### src/rtl/bii_pkg.sv
package bii_pkg;

    // Sizing of the index
    localparam int NUM_NODES      = 256;
    localparam int SLOTS_PER_NODE = 16;
    localparam int STORE_DEPTH    = NUM_NODES * SLOTS_PER_NODE;

    // Fixed field widths of the words
    localparam int OP_W     = 1;
    localparam int ROW_W    = 15;
    localparam int NODE_W   = 8;
    localparam int SLOTF_W  = 4;
    localparam int PLACED_W = 5;
    localparam int VALUE_W  = 16;

    // Derived internal widths
    localparam int NODE_IDX_W = (NUM_NODES > 1) ? $clog2(NUM_NODES) : 1;
    localparam int CNT_W      = $clog2(SLOTS_PER_NODE + 1);
    localparam int ADDR_W     = $clog2(STORE_DEPTH);

    localparam int NUM_COLS = 4;
    localparam int COL_W    = 2;

    localparam logic [OP_W-1:0]    OP_INSERT  = 1'b0;
    localparam logic [OP_W-1:0]    OP_READ    = 1'b1;
    localparam logic [VALUE_W-1:0] FREE_VALUE = '1;

    typedef enum logic [1:0] {
        ST_IDLE,
        ST_LOOKUP,
        ST_UPDATE,
        ST_DONE
    } t_state;

    typedef struct packed {
        logic             load;
        logic             lookup;
        logic             update;
        logic             emit;
        logic [COL_W-1:0] col;
    } t_cmd;

    typedef struct packed {
        logic is_read;
        logic out_free;
    } t_status;

endpackage

### src/rtl/bii_ctrl.sv
module bii_ctrl (
    input  logic             i_clk,
    input  logic             i_rst_n,
    input  logic             i_in_valid,
    output logic             o_in_ready,
    input  bii_pkg::t_status i_status,
    output bii_pkg::t_cmd    o_cmd
);

    bii_pkg::t_state                r_state, n_state;
    logic [bii_pkg::COL_W-1:0]      r_col, n_col;

    always_ff @(posedge i_clk) begin
        if (!i_rst_n) begin
            r_state <= bii_pkg::ST_IDLE;
            r_col   <= '0;
        end else begin
            r_state <= n_state;
            r_col   <= n_col;
        end
    end

    always_comb begin
        n_state      = r_state;
        n_col        = r_col;
        o_in_ready   = 1'b0;
        o_cmd        = '0;
        o_cmd.col    = r_col;
        case (r_state)
            bii_pkg::ST_IDLE: begin
                o_in_ready = 1'b1;
                if (i_in_valid) begin
                    o_cmd.load = 1'b1;
                    n_col      = '0;
                    n_state    = bii_pkg::ST_LOOKUP;
                end
            end
            bii_pkg::ST_LOOKUP: begin
                o_cmd.lookup = 1'b1;
                n_state      = bii_pkg::ST_UPDATE;
            end
            bii_pkg::ST_UPDATE: begin
                o_cmd.update = 1'b1;
                if (i_status.is_read ||
                    r_col == bii_pkg::COL_W'(bii_pkg::NUM_COLS - 1)) begin
                    n_state = bii_pkg::ST_DONE;
                end else begin
                    n_col   = r_col + 1'b1;
                    n_state = bii_pkg::ST_LOOKUP;
                end
            end
            bii_pkg::ST_DONE: begin
                if (i_status.out_free) begin
                    o_cmd.emit = 1'b1;
                    n_state    = bii_pkg::ST_IDLE;
                end
            end
            default: begin
                n_state = bii_pkg::ST_IDLE;
            end
        endcase
    end

endmodule

### config.mk
export PLATFORM = sky130hd
export DESIGN_NAME = bii_ctrl
export DESIGN_NICKNAME = d
export VERILOG_FILES = /design/src/rtl/bii_pkg.sv /design/src/rtl/bii_ctrl.sv
export SDC_FILE = /design/constraint.sdc
export NUM_CORES = 1
export LEC_CHECK = 0
export ABC_AREA = 1
export BUFFER_PORTS_ARGS = -buffer_cell sky130_fd_sc_hd__buf_2
export CORE_AREA = 2 2 39 41
export CTS_CLUSTER_DIAMETER = 120
export DETAILED_ROUTE_END_ITERATION = 12
export DIE_AREA = 0 0 41 43
export SLEW_MARGIN = 40
export SYNTH_ARGS = -nofsm -noshare
export SYNTH_HDL_FRONTEND = slang
export SYNTH_SLANG_ARGS = --single-unit
### constraint.sdc
create_clock -name i_clk -period 1.3 [get_ports i_clk]
set_input_delay 0.065 -clock i_clk [delete_from_list [all_inputs] [get_ports i_clk]]
set_output_delay 0.065 -clock i_clk [all_outputs]
set_load 0.05 [all_outputs]
==> results of run 1 <==
## critical path, cell delays in order, from the launching register on
cell and delay [ns]:
dfxtp_1 0.43, inv_2 0.09, nor3_2 0.15, clkbuf_4 0.24
## final timing paths
| path | start | end | slack (ns) | cells past startpoint |
|---|---|---|---|---|
| setup reg to reg | r_col[0]$_SDFFE_PN0P_ | r_col[1]$_SDFFE_PN0P_ | 0.28 | 5 |
| hold reg to reg | r_state[1]$_SDFFE_PN0P_ | r_state[1]$_SDFFE_PN0P_ | 0.55 | 2 |
| hold / removal | i_rst_n | r_col[0]$_SDFFE_PN0P_ | 0.08 | 3 |
| setup / recovery | r_state[0]$_SDFFE_PN0P_ | o_cmd[2] | 0.1 | 3 |
## routing by layer
metal	track usage, %	wire (µm)
met2	8.75	223
met3	3.14	44
met1	6.71	230
met5	0	0
met4	8.00	0
## repair_timing
item | 4_1_cts | 5_1_grt
endpoints found under the setup margin | 0 | 3
hold endpoints to repair | 0 | 0
resized for setup | 0 | 2
## sequential cells by signal, summed over array words and instances, names as in the netlist
signal,flops
r_col,2
r_state,2
## synthesized netlist by cell type (2+ instances only)
| master | instances | share of area, % |
|---|---|---|
| nor2_1 | 7 | 11 |
| dfxtp_1 | 4 | 33 |
| a21oi_1 | 4 | 8.2 |
| nand2_1 | 5 | 7.7 |
| nand3_1 | 2 | 4.1 |
| inv_1 | 6 | 9.2 |
## through the flow
stage	utilization, %	setup TNS, ns	hold WS, ns	total power, mW
finish	25.8	0	0.0797	0.436
global route	25.8	0	0.0904	0.472
CTS	25.5	0	0.0763	0.442
detailed placement	23.9	0	0.325	0.285
global placement	23.9	0	0.322	0.285
floorplan	-	-0.168	0.186	0.254
## report_power, final
group / total (mW) / switching (mW) / internal (mW)
clock: 0.154 / 0.0504 / 0.103
sequential: 0.145 / 0.0118 / 0.134
combinational: 0.137 / 0.0984 / 0.0389
total: 0.436 / 0.161 / 0.276
## layout make-up
type                       instances  area share [%]
tap                               16            5.61
clock buffer                       3            6.32
sequential                         4            22.8
multi-input combinational         24            36.8
timing repair buffer              11            16.1
inverter                           8            12.3
## logic make-up (layout without fill, tap and decap cells)
kind of cell,count (synthesis),after routing,synth area share (%)
flip-flops,4,4,32.7
adder cells (fa/ha/maj),1,1,5.10
buffers and inverters,8,22,17.9
AO/OA/AOI/OAI,5,5,10.2
AND/OR/NAND/NOR,18,18,34.2
## cells in the final DEF, fill, tap and decap left out
master	instances
buf_2	10
ha_1	1
dfxtp_1	3
a21oi_1	4
inv_2	1
nand2_2	1
nor2_4	1
nand3_1	2
nor2_1	5
nor2_2	3
clkbuf_4	4
nand2_1	5
bufinv_8	1
inv_1	6
nor3_2	1
o21ai_0	1
dfxtp_2	1
==> results.py, run 1 <==
metrics = {
    "sta": {
        "fin_ws_ns": 0.0985,
        "setup_viol": 0,
        "worst_clock_skew_ns": 0.00510,
        "tightest_slew_ns": 0.250,
        "fmax_ghz": 0.832,
        "rsz0062_at_grt": "false",
        "drv_slew": 0,
        "fin_crit_ns": 1.20,
        "hold_violations": 0,
        "max_slew_margin_pct": 83.5,
        "finalCritPeriodShare_pct": 92.4,
    },
    "route": {
        "vias_per_cell": 3.86,
        "drtAntennaViolNets": 0,
        "drt-initial-drc-count": 4,
        "wirelength_um": 497,
        "first_pass_iters": 2,
        "wl_per_cell_um": 7.53,
        "vias": 255,
        "drc": 0,
    },
    "grt": {
        "grt_pass1_wl_um": 731,
        "grt_pass1_vias": 201,
        "grt_max_degree": 7,
        "antenna_found_initial": 0,
        "overflow": 0,
        "grt_usage_pct": 6.71,
    },
    "die": {
        "pin_count": 12,
        "die_area_mm2": 0.00176,
        "die_x_um": 41,
        "die_h_um": 43,
        "start_util_pct": 17.7,
        "rows": 14,
        "coreArea_mm2": 0.00138,
    },
    "synthesis": {
        "synth.ff_latch_count": 4,
        "syn_avg_cell_area_um2": 6.81,
        "yosys_warnings": 0,
        "syn_nets": 42,
        "synth_area_um2": 245,
        "ys_seq_area_share_pct": 32.7,
        "synthFlopType": "dfxtp_1",
        "synthDistinctLibCells": 14,
        "async_flop_share_pct": 0,
        "synthesis.instances": 36,
        "synth_edf_count": 0,
    },
    "place": {
        "place_area_um2": 330,
        "gp_congestion": 0.693,
        "port_buffers": 11,
        "dpl.hpwl_um": 429,
        "place_ws_ns": 0.256,
        "dp.cells": 63,
    },
    "clocking": {
        "cts_tree": "built",
        "cts_hold_buf": 0,
        "clockBufferDepth": 2,
        "cts_buffers": 3,
        "path_clk_slew_ns": 0.04,
        "postCtsSetupBuffers": 0,
        "cts.htree.levels": 1,
        "clock-sinks": 4,
        "clkLatencyLatePin_ns": 0.23,
        "root_buffer": "clkbuf_4",
    },
    "setup_path": {
        "critPathRequiredTime_ns": 1.24,
        "start_kind": "flip-flop",
        "end_kind": "output pin",
        "arrival_ns": 1.14,
        "path_max_fanout": 4,
        "crit_type": "flip-flop to output pin",
    },
    "cells_and_area": {
        "num_antenna_cells": 0,
        "multi_input_area_um2": 131,
        "nets": 58,
        "final_cell_area_um2": 357,
        "regArea_um2": 81.3,
        "fill_cells": 165,
        "syn_to_final_growth_pct": 45.4,
        "instances_no_fill": 66,
        "drive_gt1_share_pct": 46.0,
    },
    "pwr": {
        "powerDensity_mw_per_mm2": 1220,
        "vdd_drop_max_uv": 334,
        "leakage_nw": 0.188,
    },
    "run_status": {
        "status": "complete, no violations",
    },
    "worst_hold_path": {
        "hold_path.class": "input pin to flip-flop",
    },
    "run": {
        "cap_violations": 0,
    },
}
No activity file was read; power rests on OpenSTA's default activity.
==> run 2: changes to the inputs <==
Settings changed: CELL_PAD_IN_SITES_DETAIL_PLACEMENT from default to 2, CELL_PAD_IN_SITES_GLOBAL_PLACEMENT from default to 2, PLACE_DENSITY_LB_ADDON from default to 0.1.
==> results.py, run 2 (synthesis results as in run 1) <==
metrics = {
    "run_status": {
        "status": "complete, no violations",
    },
    "cells_and_area": {
        "finish.utilization_pct": 25.9,
        "layout_common_cells": "buf_2 (9), inv_1 (6), nand2_1 (5), nor2_1 (5)",
        "final_cell_area_um2": 359,
        "fill_cells": 168,
        "num_antenna_cells": 0,
        "layout_commonest_cell": "buf_2",
        "instances_no_fill": 66,
        "syn_to_final_growth_pct": 46.4,
        "nets": 58,
        "drive_gt1_share_pct": 46.0,
        "reg_top3": "r_col x2, r_state x2",
    },
    "pwr": {
        "p_seq_share_pct": 33.6,
        "p_int_uw": 277,
        "combinationalPowerShare_pct": 32.4,
        "vdd_drop_max_uv": 432,
        "p_clk_share_pct": 34.1,
        "leakage_nw": 0.188,
        "switchingPower_uw": 159,
        "switching_share_pct": 36.5,
        "powerDensity_mw_per_mm2": 1210,
    },
    "sta": {
        "finalCritPeriodShare_pct": 92.6,
        "fin_crit_ns": 1.20,
        "worst_clock_skew_ns": 0.000417,
        "whs_ns": 0.0886,
        "tightest_slew_ns": 0.257,
        "max_slew_margin_pct": 83.0,
        "finalSetupTns_ns": 0,
        "fmax_ghz": 0.830,
        "rsz0062_at_grt": "false",
        "drv_slew": 0,
        "hold_violations": 0,
        "setup_viol": 0,
    },
    "clocking": {
        "clock-sinks": 4,
        "cts_tree": "built",
        "cts.htree.levels": 1,
        "path_clk_slew_ns": 0.04,
        "cts_hold_buf": 0,
        "clockBufferDepth": 2,
        "clkLatencyLatePin_ns": 0.23,
        "postCtsSetupBuffers": 0,
        "root_buffer": "clkbuf_4",
        "cts_buffers": 3,
    },
    "place": {
        "dpl.hpwl_um": 601,
        "gp_congestion": 0.675,
        "place_area_um2": 330,
        "port_buffers": 11,
        "dp.cells": 63,
    },
    "die": {
        "die_h_um": 43,
        "start_util_pct": 17.7,
        "rows": 14,
        "pin_count": 12,
        "die_area_mm2": 0.00176,
        "die_x_um": 41,
        "coreArea_mm2": 0.00138,
    },
    "route": {
        "drc": 0,
        "drt-initial-drc-count": 2,
        "vias": 263,
        "drtAntennaViolNets": 0,
        "vias_per_cell": 3.98,
        "wl_per_cell_um": 10.2,
        "wirelength_um": 675,
        "first_pass_iters": 3,
    },
    "setup_path": {
        "crit_chain": "inv_2, nor2_2, buf_2",
        "cp_slowest_cell": "dfxtp_1",
        "cpLargestDelayFamily": "flip-flops",
        "start_kind": "flip-flop",
        "end_kind": "output pin",
        "path_max_fanout": 4,
        "crit_type": "flip-flop to output pin",
        "cp.buffers_inverters": 2,
        "cpPeakStageDelay_ns": 0.44,
        "arrival_ns": 1.14,
        "critPathRequiredTime_ns": 1.24,
    },
    "grt": {
        "grt_usage_pct": 10.7,
        "antenna_found_initial": 0,
        "grt_pass1_wl_um": 1210,
        "overflow": 0,
        "grt_pass1_vias": 304,
        "grt_max_degree": 7,
    },
    "worst_hold_path": {
        "hold_path.class": "input pin to flip-flop",
    },
    "run": {
        "cap_violations": 0,
    },
}
[run 2: worst paths after layout]
kind	startpoint	end	slack [ns]	cells past startpoint
worst min-delay path	i_rst_n	r_col[0]$_SDFFE_PN0P_	0.09	3
worst max-delay path	r_state[0]$_SDFFE_PN0P_	o_cmd[4]	0.1	3
worst max register to register	r_col[0]$_SDFFE_PN0P_	r_col[1]$_SDFFE_PN0P_	0.25	5
worst min register to register	r_state[1]$_SDFFE_PN0P_	r_state[1]$_SDFFE_PN0P_	0.55	2
[run 2: what timing repair did]
action	in CTS	in global routing
setup endpoints to repair	1	3
resized for setup	1	2
pin swaps	0	0
[run 2: power by group through the flow]
stage                     clock, mW  sequential (mW)  combinational [mW]
after floorplan                   0            0.161              0.0934
after global routing          0.170            0.148               0.156
after detailed placement          0            0.148               0.142
after CTS                     0.159            0.146               0.143
after global placement            0            0.147               0.140
final                         0.149            0.146               0.141
[run 2: worst register-to-register path, stage by stage (launching register included)]
cell	delay (ns)
dfxtp_1	0.31
ha_1	0.21
nor2_2	0.14
nand2_2	0.09
a21oi_1	0.13
nor2_1	0.06
[run 2: layout make-up]
type,instances,area (µm²),area share [%]
clock buffer,3,22.5,6.27
inverter,8,43.8,12.2
multi-input combinational,24,131,36.6
sequential,4,81.3,22.6
tap,16,20.0,5.57
timing repair buffer,11,60.1,16.7
[run 2: stage by stage]
stage / total power, mW / setup WS (ns)
after global placement: 0.287 / 0.261
after detailed placement: 0.290 / 0.230
final: 0.436 / 0.0958
after CTS: 0.448 / 0.0337
after floorplan: 0.254 / -0.119
after global routing: 0.475 / 0.00631
[run 2: routing by layer]
layer  vias up  share of wire [%]  track usage, %
met5         -                  0               0
met3         0                8.1            8.38
met2        11                 51            16.3
met4         0                  0            4.00
li1        139                  -               -
met1       113                 41            10.3
==> run 3: changes to the inputs <==
Settings changed: CORE_AREA 2 2 39 41 to default, CORE_MARGIN from default to 2, CORE_UTILIZATION from default to 17, DIE_AREA 0 0 41 43 to default.
Clock period 1.3 ns to 1.05 ns, I/O delays scaled along.
==> results.py, run 3 (synthesis results as in run 1) <==
metrics = {
    "run_status": {
        "status": "finished with violations",
        "failed_checks": "setup timing",
    },
    "route": {
        "vias_per_cell": 4.27,
        "drtAntennaViolNets": 0,
        "drc": 0,
        "vias": 299,
        "drt-initial-drc-count": 0,
        "wirelength_um": 988,
        "first_pass_iters": 1,
        "wl_per_cell_um": 14.1,
    },
    "cells_and_area": {
        "layout_common_cells": "buf_2 (6), buf_4 (5), nor2_4 (4), inv_1 (4), nor2_1 (4)",
        "layout_commonest_cell": "buf_2",
        "syn_to_final_growth_pct": 106,
        "num_antenna_cells": 0,
        "reg_top3": "r_col x2, r_state x2",
        "nets": 63,
        "drive_gt1_share_pct": 70.9,
        "finish.utilization_pct": 38.4,
        "instances_no_fill": 70,
    },
    "sta": {
        "fmax_ghz": 0.916,
        "hold_violations": 0,
        "finalCritPeriodShare_pct": 104,
        "setup_viol": 3,
        "drv_slew": 0,
        "fin_ws_ns": -0.0421,
        "rsz0062_at_grt": "true",
        "max_slew_margin_pct": 83.2,
        "worst_clock_skew_ns": 0.00135,
        "fin_crit_ns": 1.09,
        "tightest_slew_ns": 0.253,
    },
    "clocking": {
        "path_clk_slew_ns": 0.04,
        "root_buffer": "clkbuf_4",
        "clkLatencyLatePin_ns": 0.24,
        "clock-sinks": 4,
        "cts_buffers": 3,
        "cts.htree.levels": 1,
        "clockBufferDepth": 2,
        "cts_tree": "built",
    },
    "grt": {
        "grt_max_degree": 6,
        "grt_pass1_vias": 355,
        "overflow": 0,
        "grt_pass1_wl_um": 1590,
        "antenna_found_initial": 0,
        "grt_usage_pct": 12.2,
    },
    "setup_path": {
        "arrival_ns": 1.04,
        "critPathRequiredTime_ns": 1.00,
        "reg2reg_depth": 5,
        "crit_type": "flip-flop to output pin",
        "start_kind": "flip-flop",
        "end_kind": "output pin",
        "path_max_fanout": 3,
    },
    "place": {
        "dpl.hpwl_um": 696,
        "port_buffers": 11,
        "dp.cells": 62,
        "gp_congestion": 0.652,
    },
    "die": {
        "pin_count": 12,
        "die_h_um": 42.0,
        "die_area_mm2": 0.00176,
        "rows": 13,
        "die_x_um": 42.0,
        "coreArea_mm2": 0.00132,
        "start_util_pct": 18.6,
    },
    "pwr": {
        "totalPowerFinal_uw": 645,
        "vdd_drop_max_uv": 507,
        "leakage_nw": 0.227,
        "powerDensity_mw_per_mm2": 1280,
    },
    "worst_hold_path": {
        "min_path_cells": 3,
        "hold_path.class": "input pin to flip-flop",
    },
    "run": {
        "cap_violations": 0,
    },
}
run 3: changes by cell type in the layout (fill, tap and decap cells not counted), moves of 2 or more:
| cell | previous run | this run |
|---|---|---|
| buf_2 | 9 | 6 |
| dfxtp_1 | 3 | 0 |
| a21oi_2 | 0 | 2 |
| a21oi_1 | 4 | 2 |
| buf_6 | 0 | 3 |
| nor2_4 | 1 | 4 |
| dfxtp_4 | 0 | 3 |
| inv_1 | 6 | 4 |
| buf_8 | 0 | 2 |
| buf_4 | 1 | 5 |
| nor2_2 | 3 | 1 |
| nand2_1 | 5 | 3 |
run 3: metrics by stage:
stage | hold slack, ns | setup TNS (ns) | area, µm² | worst slack, ns
finish | 0.0608 | -0.0779 | 505 | -0.0421
global route | 0.0670 | -0.261 | 505 | -0.0691
CTS | 0.0495 | -0.112 | 487 | -0.0427
global placement | 0.302 | -0.00604 | 368 | -0.00536
floorplan | 0.166 | -0.220 | 294 | -0.100
detailed placement | 0.308 | -0.0870 | 368 | -0.0624
run 3: area by class of cell:
cell class	count	area (µm²)
clock buffer	3	22.5
fill	147	812
inverter	8	55.1
multi-input combinational	24	185
sequential	4	92.6
tap	15	18.8
timing repair buffer	16	131
run 3: timing repair:
action                                  4_1_cts  5_1_grt
pin swaps                                     6        4
endpoints found under the hold margin         0        0
hold buffers                                  0        0
buffers inserted                              5        0
endpoints found under the setup margin        7        7
resized for setup                            18        4
run 3: final timing paths:
kind                                              start                    end  slack, ns
worst max-delay path            r_state[0]$_SDFFE_PN0P_               o_cmd[2]      -0.04
worst min-delay path                            i_rst_n  r_col[0]$_SDFFE_PN0P_       0.06
worst min register to register    r_col[1]$_SDFFE_PN0P_  r_col[1]$_SDFFE_PN0P_       0.59
worst max register to register    r_col[0]$_SDFFE_PN0P_  r_col[0]$_SDFFE_PN0P_       0.04
run 3: layer usage:
metal  track usage, %  wire length, µm
met2             20.9              588
met1             13.5              357
met4             9.68               17
met5                0                0
met3             1.29               25
run 3: critical path: stages (launching register included):
cell and delay (ns):
dfxtp_4 0.38, inv_6 0.05, nor3_4 0.19, buf_6 0.18
run 3: power breakdown:
| group | switching, mW | total (mW) | internal [mW] |
|---|---|---|---|
| Sequential | 0.0221 | 0.186 | 0.164 |
| Clock | 0.0648 | 0.193 | 0.128 |
| Combinational | 0.159 | 0.266 | 0.106 |
| Total | 0.246 | 0.645 | 0.398 |
